$ cat src/sv/kmrb_pkg.sv
// Shared types and constants of the key matrix report builder.
package kmrb_pkg;

  localparam int DEF_ROWS     = 3;
  localparam int DEF_COLS     = 4;
  localparam int DEF_MAX_KEYS = 6;

  localparam int IN_COLS    = 4;
  localparam int SLOT_COUNT = 6;
  localparam int CODE_W     = 8;
  localparam int FILL_W     = 3;

  localparam logic [CODE_W-1:0] BASE_RESET = 8'd104;

  typedef enum logic [1:0] {
    ACT_REPORT  = 2'd0,
    ACT_RELEASE = 2'd1,
    ACT_WAKEUP  = 2'd2
  } action_t;

  typedef struct packed {
    logic              hit;
    logic [CODE_W-1:0] code;
  } lane_t;

  typedef struct packed {
    logic [FILL_W-1:0]                 count;
    logic [SLOT_COUNT-1:0][CODE_W-1:0] slots;
  } scan_t;

endpackage

$ cat src/sv/kmrb_if.sv
// Item channels of the key matrix report builder.
interface kmrb_in_if import kmrb_pkg::*; ();
  logic               valid;
  logic               ready;
  logic [IN_COLS-1:0] column_bits;
  logic               last_row;
  logic               host_suspended;

  modport source (output valid, column_bits, last_row, host_suspended, input ready);
  modport sink (input valid, column_bits, last_row, host_suspended, output ready);
endinterface

interface kmrb_out_if import kmrb_pkg::*; ();
  logic              valid;
  logic              ready;
  action_t           action;
  logic [CODE_W-1:0] key_slot_0;
  logic [CODE_W-1:0] key_slot_1;
  logic [CODE_W-1:0] key_slot_2;
  logic [CODE_W-1:0] key_slot_3;
  logic [CODE_W-1:0] key_slot_4;
  logic [CODE_W-1:0] key_slot_5;
  logic [FILL_W-1:0] pressed_count;

  modport source (output valid, action, key_slot_0, key_slot_1, key_slot_2, key_slot_3,
                  key_slot_4, key_slot_5, pressed_count, input ready);
  modport sink (input valid, action, key_slot_0, key_slot_1, key_slot_2, key_slot_3,
                key_slot_4, key_slot_5, pressed_count, output ready);
endinterface

$ cat src/sv/kmrb_lane.sv
// One column lane: key detection and keycode for its column of the current row.
module kmrb_lane import kmrb_pkg::*; #(
  parameter int LANE = 0,
  parameter int COLS = DEF_COLS
) (
  input  logic              col_bit,
  input  logic              row_ok,
  input  logic [CODE_W-1:0] row_base,
  output lane_t             lane
);

  localparam bit ENABLED = (LANE < COLS);

  always_comb begin
    lane.hit  = ENABLED && col_bit && row_ok;
    lane.code = row_base + CODE_W'(LANE);
  end

endmodule

$ cat src/sv/kmrb_merge.sv
// Merging stage: priority placement of lane hits into the six key slots.
module kmrb_merge import kmrb_pkg::*; #(
  parameter int MAX_KEYS = DEF_MAX_KEYS
) (
  input  logic                clk,
  input  logic                rst,
  input  logic                accept,
  input  logic                last_row,
  input  lane_t [IN_COLS-1:0] lanes,
  output scan_t               scan
);

  logic [FILL_W-1:0]                 fill;
  logic [FILL_W-1:0]                 fill_next;
  logic [SLOT_COUNT-1:0][CODE_W-1:0] codes;
  logic [SLOT_COUNT-1:0][CODE_W-1:0] codes_next;

  always_comb begin
    fill_next  = fill;
    codes_next = codes;
    for (int c = 0; c < IN_COLS; c++) begin
      if (lanes[c].hit && (fill_next < FILL_W'(MAX_KEYS))) begin
        codes_next[fill_next] = lanes[c].code;
        fill_next             = fill_next + 1'b1;
      end
    end
  end

  always_comb begin
    scan.count = fill_next;
    for (int j = 0; j < SLOT_COUNT; j++) begin
      scan.slots[j] = (FILL_W'(j) < fill_next) ? codes_next[j] : '0;
    end
  end

  always_ff @(posedge clk) begin
    if (rst) begin
      fill <= '0;
    end else if (accept) begin
      fill <= last_row ? '0 : fill_next;
    end
  end

  always_ff @(posedge clk) begin
    if (accept) begin
      codes <= codes_next;
    end
  end

endmodule

$ cat src/sv/key_matrix_report_builder.sv
// Top level of the key matrix report builder.
//
// item_in carries the column bits of one matrix row per item, rows in scan
// order, with last_row on the final row and the host suspend state. Each
// of four column lanes checks its key and forms its keycode (base code plus
// row * COLS + column); the merging stage places hits into up to MAX_KEYS
// slots in row-major order. Rows past ROWS add no keys.
// On the last row at most one item leaves on report_out: a wakeup when keys
// are down and the host is suspended, a report when keys are down otherwise,
// a release (empty slots) when no keys are down after a report, else nothing.
// cfg_we / cfg_wdata write the base keycode (104 after reset).
// The result is registered and shows in the cycle after the last row
// is accepted. One row item per cycle, no bubbles, unless report_out stalls.
// A stalled report_out holds its item; item_in takes a new row whenever the
// output register is empty or being emptied in the same cycle.
// Reset clears the scan, the report flag and the output valid, and restores
// the base keycode.
module key_matrix_report_builder import kmrb_pkg::*; #(
  parameter int ROWS     = DEF_ROWS,
  parameter int COLS     = DEF_COLS,
  parameter int MAX_KEYS = DEF_MAX_KEYS
) (
  input  logic              clk,
  input  logic              rst,
  kmrb_in_if.sink           item_in,
  kmrb_out_if.source        report_out,
  input  logic              cfg_we,
  input  logic [CODE_W-1:0] cfg_wdata
);

  localparam int ROW_W = $clog2(ROWS + 1);

  logic [CODE_W-1:0]                 key_base;
  logic [ROW_W-1:0]                  row_cnt;
  logic [CODE_W-1:0]                 row_off;
  logic                              report_active;
  logic                              out_valid;
  action_t                           out_action;
  logic [SLOT_COUNT-1:0][CODE_W-1:0] out_slots;
  logic [FILL_W-1:0]                 out_count;

  logic                accept;
  logic                row_ok;
  logic [CODE_W-1:0]   row_base;
  lane_t [IN_COLS-1:0] lanes;
  scan_t               scan;
  logic                has_keys;
  logic                emit;

  assign item_in.ready = !out_valid || report_out.ready;
  assign accept        = item_in.valid && item_in.ready;
  assign row_ok        = (row_cnt < ROW_W'(ROWS));
  assign row_base      = key_base + row_off;
  assign has_keys      = (scan.count != '0);
  assign emit          = item_in.last_row && (has_keys || report_active);

  for (genvar c = 0; c < IN_COLS; c++) begin : g_lane
    kmrb_lane #(
      .LANE (c),
      .COLS (COLS)
    ) u_lane (
      .col_bit  (item_in.column_bits[c]),
      .row_ok   (row_ok),
      .row_base (row_base),
      .lane     (lanes[c])
    );
  end

  kmrb_merge #(
    .MAX_KEYS (MAX_KEYS)
  ) u_merge (
    .clk      (clk),
    .rst      (rst),
    .accept   (accept),
    .last_row (item_in.last_row),
    .lanes    (lanes),
    .scan     (scan)
  );

  always_ff @(posedge clk) begin
    if (rst) begin
      key_base <= BASE_RESET;
    end else if (cfg_we) begin
      key_base <= cfg_wdata;
    end
  end

  always_ff @(posedge clk) begin
    if (rst) begin
      row_cnt <= '0;
      row_off <= '0;
    end else if (accept) begin
      if (item_in.last_row) begin
        row_cnt <= '0;
        row_off <= '0;
      end else if (row_ok) begin
        row_cnt <= row_cnt + 1'b1;
        row_off <= row_off + CODE_W'(COLS);
      end
    end
  end

  always_ff @(posedge clk) begin
    if (rst) begin
      report_active <= 1'b0;
      out_valid     <= 1'b0;
    end else begin
      if (accept && emit) begin
        out_valid <= 1'b1;
        if (has_keys) begin
          if (!item_in.host_suspended) begin
            report_active <= 1'b1;
          end
        end else begin
          report_active <= 1'b0;
        end
      end else if (report_out.ready) begin
        out_valid <= 1'b0;
      end
    end
  end

  always_ff @(posedge clk) begin
    if (accept && emit) begin
      if (has_keys) begin
        out_action <= item_in.host_suspended ? ACT_WAKEUP : ACT_REPORT;
        out_slots  <= scan.slots;
        out_count  <= scan.count;
      end else begin
        out_action <= ACT_RELEASE;
        out_slots  <= '0;
        out_count  <= '0;
      end
    end
  end

  assign report_out.valid         = out_valid;
  assign report_out.action        = out_action;
  assign report_out.key_slot_0    = out_slots[0];
  assign report_out.key_slot_1    = out_slots[1];
  assign report_out.key_slot_2    = out_slots[2];
  assign report_out.key_slot_3    = out_slots[3];
  assign report_out.key_slot_4    = out_slots[4];
  assign report_out.key_slot_5    = out_slots[5];
  assign report_out.pressed_count = out_count;

`ifndef SYNTHESIS
  a_release_empty: assert property (@(posedge clk) disable iff (rst)
    (out_valid && (out_action == ACT_RELEASE)) |-> (out_count == '0))
    else $error("release item carries keys");

  a_keys_present: assert property (@(posedge clk) disable iff (rst)
    (out_valid && (out_action != ACT_RELEASE)) |-> (out_count != '0))
    else $error("report or wakeup item without keys");

  a_count_cap: assert property (@(posedge clk) disable iff (rst)
    out_valid |-> (out_count <= FILL_W'(MAX_KEYS)))
    else $error("key count above limit");

  a_report_flag: assert property (@(posedge clk) disable iff (rst)
    (out_valid && (out_action == ACT_REPORT)) |-> report_active)
    else $error("report pending with flag clear");
`endif

endmodule
$ cat src/flat_wrapper.sv
// flat-port wrapper written by rule: the top's interface ports become plain ports
module key_matrix_report_builder_flat import kmrb_pkg::*;
#(
  parameter int ROWS     = DEF_ROWS,
  parameter int COLS     = DEF_COLS,
  parameter int MAX_KEYS = DEF_MAX_KEYS
)
  (clk, rst, cfg_we, cfg_wdata, item_in_valid, item_in_column_bits, item_in_last_row, item_in_host_suspended, item_in_ready, report_out_valid, report_out_action, report_out_key_slot_0, report_out_key_slot_1, report_out_key_slot_2, report_out_key_slot_3, report_out_key_slot_4, report_out_key_slot_5, report_out_pressed_count, report_out_ready);
  kmrb_in_if item_in_i ();
  kmrb_out_if report_out_i ();
  input  logic clk;
  input  logic rst;
  input  logic cfg_we;
  input  logic [CODE_W-1:0] cfg_wdata;
  input wire logic [$bits(item_in_i.valid)-1:0] item_in_valid;
  input wire logic [$bits(item_in_i.column_bits)-1:0] item_in_column_bits;
  input wire logic [$bits(item_in_i.last_row)-1:0] item_in_last_row;
  input wire logic [$bits(item_in_i.host_suspended)-1:0] item_in_host_suspended;
  output wire logic [$bits(item_in_i.ready)-1:0] item_in_ready;
  output wire logic [$bits(report_out_i.valid)-1:0] report_out_valid;
  output wire logic [$bits(report_out_i.action)-1:0] report_out_action;
  output wire logic [$bits(report_out_i.key_slot_0)-1:0] report_out_key_slot_0;
  output wire logic [$bits(report_out_i.key_slot_1)-1:0] report_out_key_slot_1;
  output wire logic [$bits(report_out_i.key_slot_2)-1:0] report_out_key_slot_2;
  output wire logic [$bits(report_out_i.key_slot_3)-1:0] report_out_key_slot_3;
  output wire logic [$bits(report_out_i.key_slot_4)-1:0] report_out_key_slot_4;
  output wire logic [$bits(report_out_i.key_slot_5)-1:0] report_out_key_slot_5;
  output wire logic [$bits(report_out_i.pressed_count)-1:0] report_out_pressed_count;
  input wire logic [$bits(report_out_i.ready)-1:0] report_out_ready;
  assign item_in_i.valid = item_in_valid;
  assign item_in_i.column_bits = item_in_column_bits;
  assign item_in_i.last_row = item_in_last_row;
  assign item_in_i.host_suspended = item_in_host_suspended;
  assign item_in_ready = item_in_i.ready;
  assign report_out_valid = report_out_i.valid;
  assign report_out_action = report_out_i.action;
  assign report_out_key_slot_0 = report_out_i.key_slot_0;
  assign report_out_key_slot_1 = report_out_i.key_slot_1;
  assign report_out_key_slot_2 = report_out_i.key_slot_2;
  assign report_out_key_slot_3 = report_out_i.key_slot_3;
  assign report_out_key_slot_4 = report_out_i.key_slot_4;
  assign report_out_key_slot_5 = report_out_i.key_slot_5;
  assign report_out_pressed_count = report_out_i.pressed_count;
  assign report_out_i.ready = report_out_ready;
  key_matrix_report_builder #(.ROWS(ROWS), .COLS(COLS), .MAX_KEYS(MAX_KEYS)) u_core (.clk(clk), .rst(rst), .item_in(item_in_i), .report_out(report_out_i), .cfg_we(cfg_we), .cfg_wdata(cfg_wdata));
endmodule
$ cat config.mk
export PLATFORM = sky130hd
export DESIGN_NAME = key_matrix_report_builder_flat
export DESIGN_NICKNAME = d
export VERILOG_FILES = /design/src/sv/kmrb_pkg.sv /design/src/sv/kmrb_if.sv /design/src/sv/kmrb_lane.sv /design/src/sv/kmrb_merge.sv /design/src/sv/key_matrix_report_builder.sv /design/src/flat_wrapper.sv
export SDC_FILE = /design/constraint.sdc
export NUM_CORES = 1
export LEC_CHECK = 0
export ABC_AREA = 0
export BUFFER_PORTS_ARGS = -buffer_cell sky130_fd_sc_hd__buf_4
export CORE_ASPECT_RATIO = 0.5
export CORE_UTILIZATION = 35
export DETAILED_ROUTE_END_ITERATION = 12
export PLACE_DENSITY = 0.61
export SLEW_MARGIN = 10
export SYNTH_ARGS = -nofsm -noshare
export SYNTH_HDL_FRONTEND = slang
export SYNTH_SLANG_ARGS = --single-unit
$ cat constraint.sdc
create_clock -name clk -period 8.05 [get_ports clk]
set_clock_uncertainty 0.15 [all_clocks]
set_input_delay 1.61 -clock clk [delete_from_list [all_inputs] [get_ports clk]]
set_output_delay 1.61 -clock clk [all_outputs]
set_load 0.005 [all_outputs]
==> summary.md <==
| Metric | Value |
|---|---|
| Drt drc | `0` |
| Wire per inst | `22.2 µm` |
| Post-layout nets | `between 900 and 1k` |
| Most common cell in the netlist | `edfxtp_1` |
| Critical path class | `input pin to flop` |
| #FFs+latches synth | `122` |
| Area grow syn2layout | `17.4%` |
| Worst-Skew Late Latency | `0.44 ns` |
| CTS sink count | `122` |
| Sequential-to-total area share from yosys stat | `a little over two fifths` |
| Setup violators final | `0` |
| Mapped Area | `0.00790 mm²` |
| Worst setup EP type | `flop` |
| Die Span Y | `approximately 110 µm` |
| First drt pass iteration count | `6` |
| Fin Setup TNS | `0 ns` |
| GR met3 Demand/Resource | `6.39%` |
| R2r worst-path depth | `10` |
| GR peak layer | `met1` |
| Worst r2r dst | `u_core.report_out.key_slot_4[4]` |
| Primary FF master, synth | `edfxtp_1` |
| Starting DRT DRC Count | `just under 900` |
| Max Buffers Root-to-Sink | `2` |
| Max-slew violation count | `0` |
| Post-CTS setup buffers | `0` |
| Fmax | `166 MHz` |
| # IOs | `74` |
| Hold_sp | `u_core.row_off[7]` |
| CTS Buf Count | `17` |
| Lkg Pwr | `3.49 nW` |
| R2r setup slk | `2.29 ns` |
| Gpl congestion | `0.962` |
| Worst R2R Start | `u_core.row_cnt[0]` |
| Actual slew at the worst max-slew pin | `1.21 ns` |
| CP max stage delay | `0.94 ns` |
| Clock Pin Slew Worst Setup and Hold Paths | `0.06 ns` |
| Gr ovfl total | `0` |
| Cell Rows | `38` |
| Synth top cells by count | `101 x edfxtp_1, 87 x nor2_1, 72 x nand2_1` |
| Post_cts resized | `0` |
| Startpoint Class | `input pin` |
| FFs w/ async S/R, synth | `0%` |
| H-tree lvl count | `4` |
| Crit Path Max Fanout | `53` |
| Root Driver | `clkbuf_16` |
| Critical-path cell list | `buf_4, and2b_1, a22oi_4, nor3_1, a22oi_1, ha_1, nor3b_1, a211oi_2, o311ai_1, inv_2` |
| Syn_nets | `864` |
| Minimum clock period | `6.03 ns` |
| Yosys cell types | `87` |
| Final Util | `roughly 42%` |
| HPWL Detailed | `18700 µm` |
| Syn. warnings | `0` |
| Max cap viols | `0` |
| First-pass GRT wire length | `40200 µm` |
| Gr usage total | `23.4%` |
| N_diodes | `0` |
| RSZ-0062 raised after global routing | `no` |
| Mean Syn Cell Area | `~9.5 µm²` |
| Yosys top cell by area | `edfxtp_1` |
| Port bufs | `73` |
| Final hold vios | `0` |
| Outcome | `finished, final reports clean` |
| Req. time, crit path | `slightly below 8 ns` |
| Arr. time, crit path | `5.93 ns` |
| Top cells by area, synth | `edfxtp_1 38%, dfxtp_1 5.3%, nor2_1 4.1%, a21oi_1 3.4%, nand2_1 3.4%` |
| Vias per inst | `5.99` |
| Largest net degree at the start of global routing | `54` |
| CTS tree | `done` |
| Slowest CP cell | `a22oi_1` |
| Rel. slew slack | `19.5%` |
| Power density over the cells | `between 200 and 250 mW/mm²` |
| Hold Path Class | `flop to flop` |
| Via count | `7167` |
| Antenna viol nets, final | `0` |
| Hold Buf Count CTS | `0` |
| M2 GR Usage | `approximately a third` |
| Die ar. | `0.0232 mm²` |
| Initial antenna violation count | `0` |
| Worst hold path cell count | `2` |
| Share of cells above drive strength 1 | `between 10% and 20%` |
| Synth top area share | `38.4%` |
| GR Util met1 | `about a third` |
| Worst VDD drop | `0.000115 V` |
| Number of synthesized flops with an enable pin | `between 100 and 150` |
| Total Routed Length | `26500 µm` |
| Vias in the first global route | `6661` |
| Core Area | `0.0219 mm²` |
| Crit share post-route | `between 70% and 80%` |
| Die extent in x | `215 µm` |
| Cell count after synthesis | `831` |
| Hold endpoint | `u_core.row_off[7]` |
| Initial Utilization | `36.1%` |
## through the flow
stage	total power [mW]	hold WS (ns)	std cells	area [µm²]	setup WS, ns
floorplan	1.19	0.315	831	7900	2.55
global placement	1.37	0.334	1165	8660	1.87
detailed placement	1.38	0.342	1165	8660	1.61
CTS	2.17	0.350	1197	9270	2.05
global route	2.27	0.378	1197	9270	1.73
finish	2.18	0.352	1197	9270	2.02
## cells in the final DEF (no fill, tap or decap), types with 21 or more instances in the layout
master / synthesis / final
a211oi_1: 33 / 33
nor2_1: 87 / 87
dfxtp_1: 21 / 21
o21ai_0: 48 / 48
o211ai_1: 24 / 24
nor3_1: 35 / 35
nand2_1: 72 / 72
edfxtp_1: 101 / 101
a21oi_1: 54 / 54
buf_4: 2 / 86
## worst max-delay path: cells and delay by family
kind / cells / cell delay (ns)
buf+inv: 2 / 1.04
compound gates: 4 / 2.33
fa+ha+maj: 1 / 0.35
simple gates: 3 / 0.54
## how the worst max path moves through the flow
| stage | start | to | slack, ns | depth (start not counted) |
|---|---|---|---|---|
| 5_1_grt | item_in_column_bits[0] | u_core.report_out.key_slot_1[2] | 1.73 | 10 |
| 6_report | item_in_column_bits[0] | u_core.report_out.key_slot_4[4] | 2.02 | 10 |
| 3_3_place_gp | item_in_column_bits[0] | u_core.report_out.key_slot_5[0] | 1.87 | 10 |
| 4_1_cts | item_in_column_bits[0] | u_core.report_out.key_slot_5[6] | 2.05 | 10 |
| 2_1_floorplan | item_in_column_bits[0] | u_core.report_out.action[0] | 2.55 | 11 |
| 3_5_place_dp | item_in_column_bits[0] | u_core.report_out.key_slot_5[0] | 1.61 | 10 |
## flip-flops by register name, indices dropped and copies added, names as in the netlist
| register | cells |
|---|---|
| u_core.report_active | 1 |
| u_core.report_out.key_slot_4 | 8 |
| u_core.row_cnt | 2 |
| u_core.report_out.action | 2 |
| u_core.report_out.key_slot_5 | 8 |
| u_core.report_out.key_slot_1 | 8 |
| u_core.u_merge.codes | 48 |
| u_core.report_out.valid | 1 |
| u_core.report_out.pressed_count | 3 |
| u_core.key_base | 8 |
| u_core.report_out.key_slot_3 | 8 |
| u_core.report_out.key_slot_0 | 8 |
| u_core.row_off | 6 |
| u_core.report_out.key_slot_2 | 8 |
| u_core.u_merge.fill | 3 |
## cell type report
type	count	area, µm²
fill	2139	12600
multi-input combinational	646	4140
sequential	122	3450
timing repair buffer	86	646
clock buffer	25	569
tap	300	375
clock inverter	7	46.3
inverter	11	41.3
## layer usage
metal / wire (µm) / vias up
li1: - / 3279
met1: 12100 / 3477
met2: 11000 / 351
met3: 2680 / 60
met4: 688 / 0
met5: 0 / -
## where the power goes
part,internal [mW],switching [mW]
Sequential,0.790,0.0317
Combinational,0.208,0.358
Clock,0.490,0.301
## kinds of logic after synthesis
group | after synthesis | synth area share [%]
other | 1 | 0.0475
flip-flops | 122 | 43.7
XOR/XNOR | 28 | 3.10
AND/OR/NAND/NOR | 311 | 20.0
adder cells (fa/ha/maj) | 14 | 2.22
AO/OA/AOI/OAI | 265 | 23.5
multiplexers | 27 | 3.63
buffers and inverters | 63 | 3.88
(Power assumes the default switching activity.)
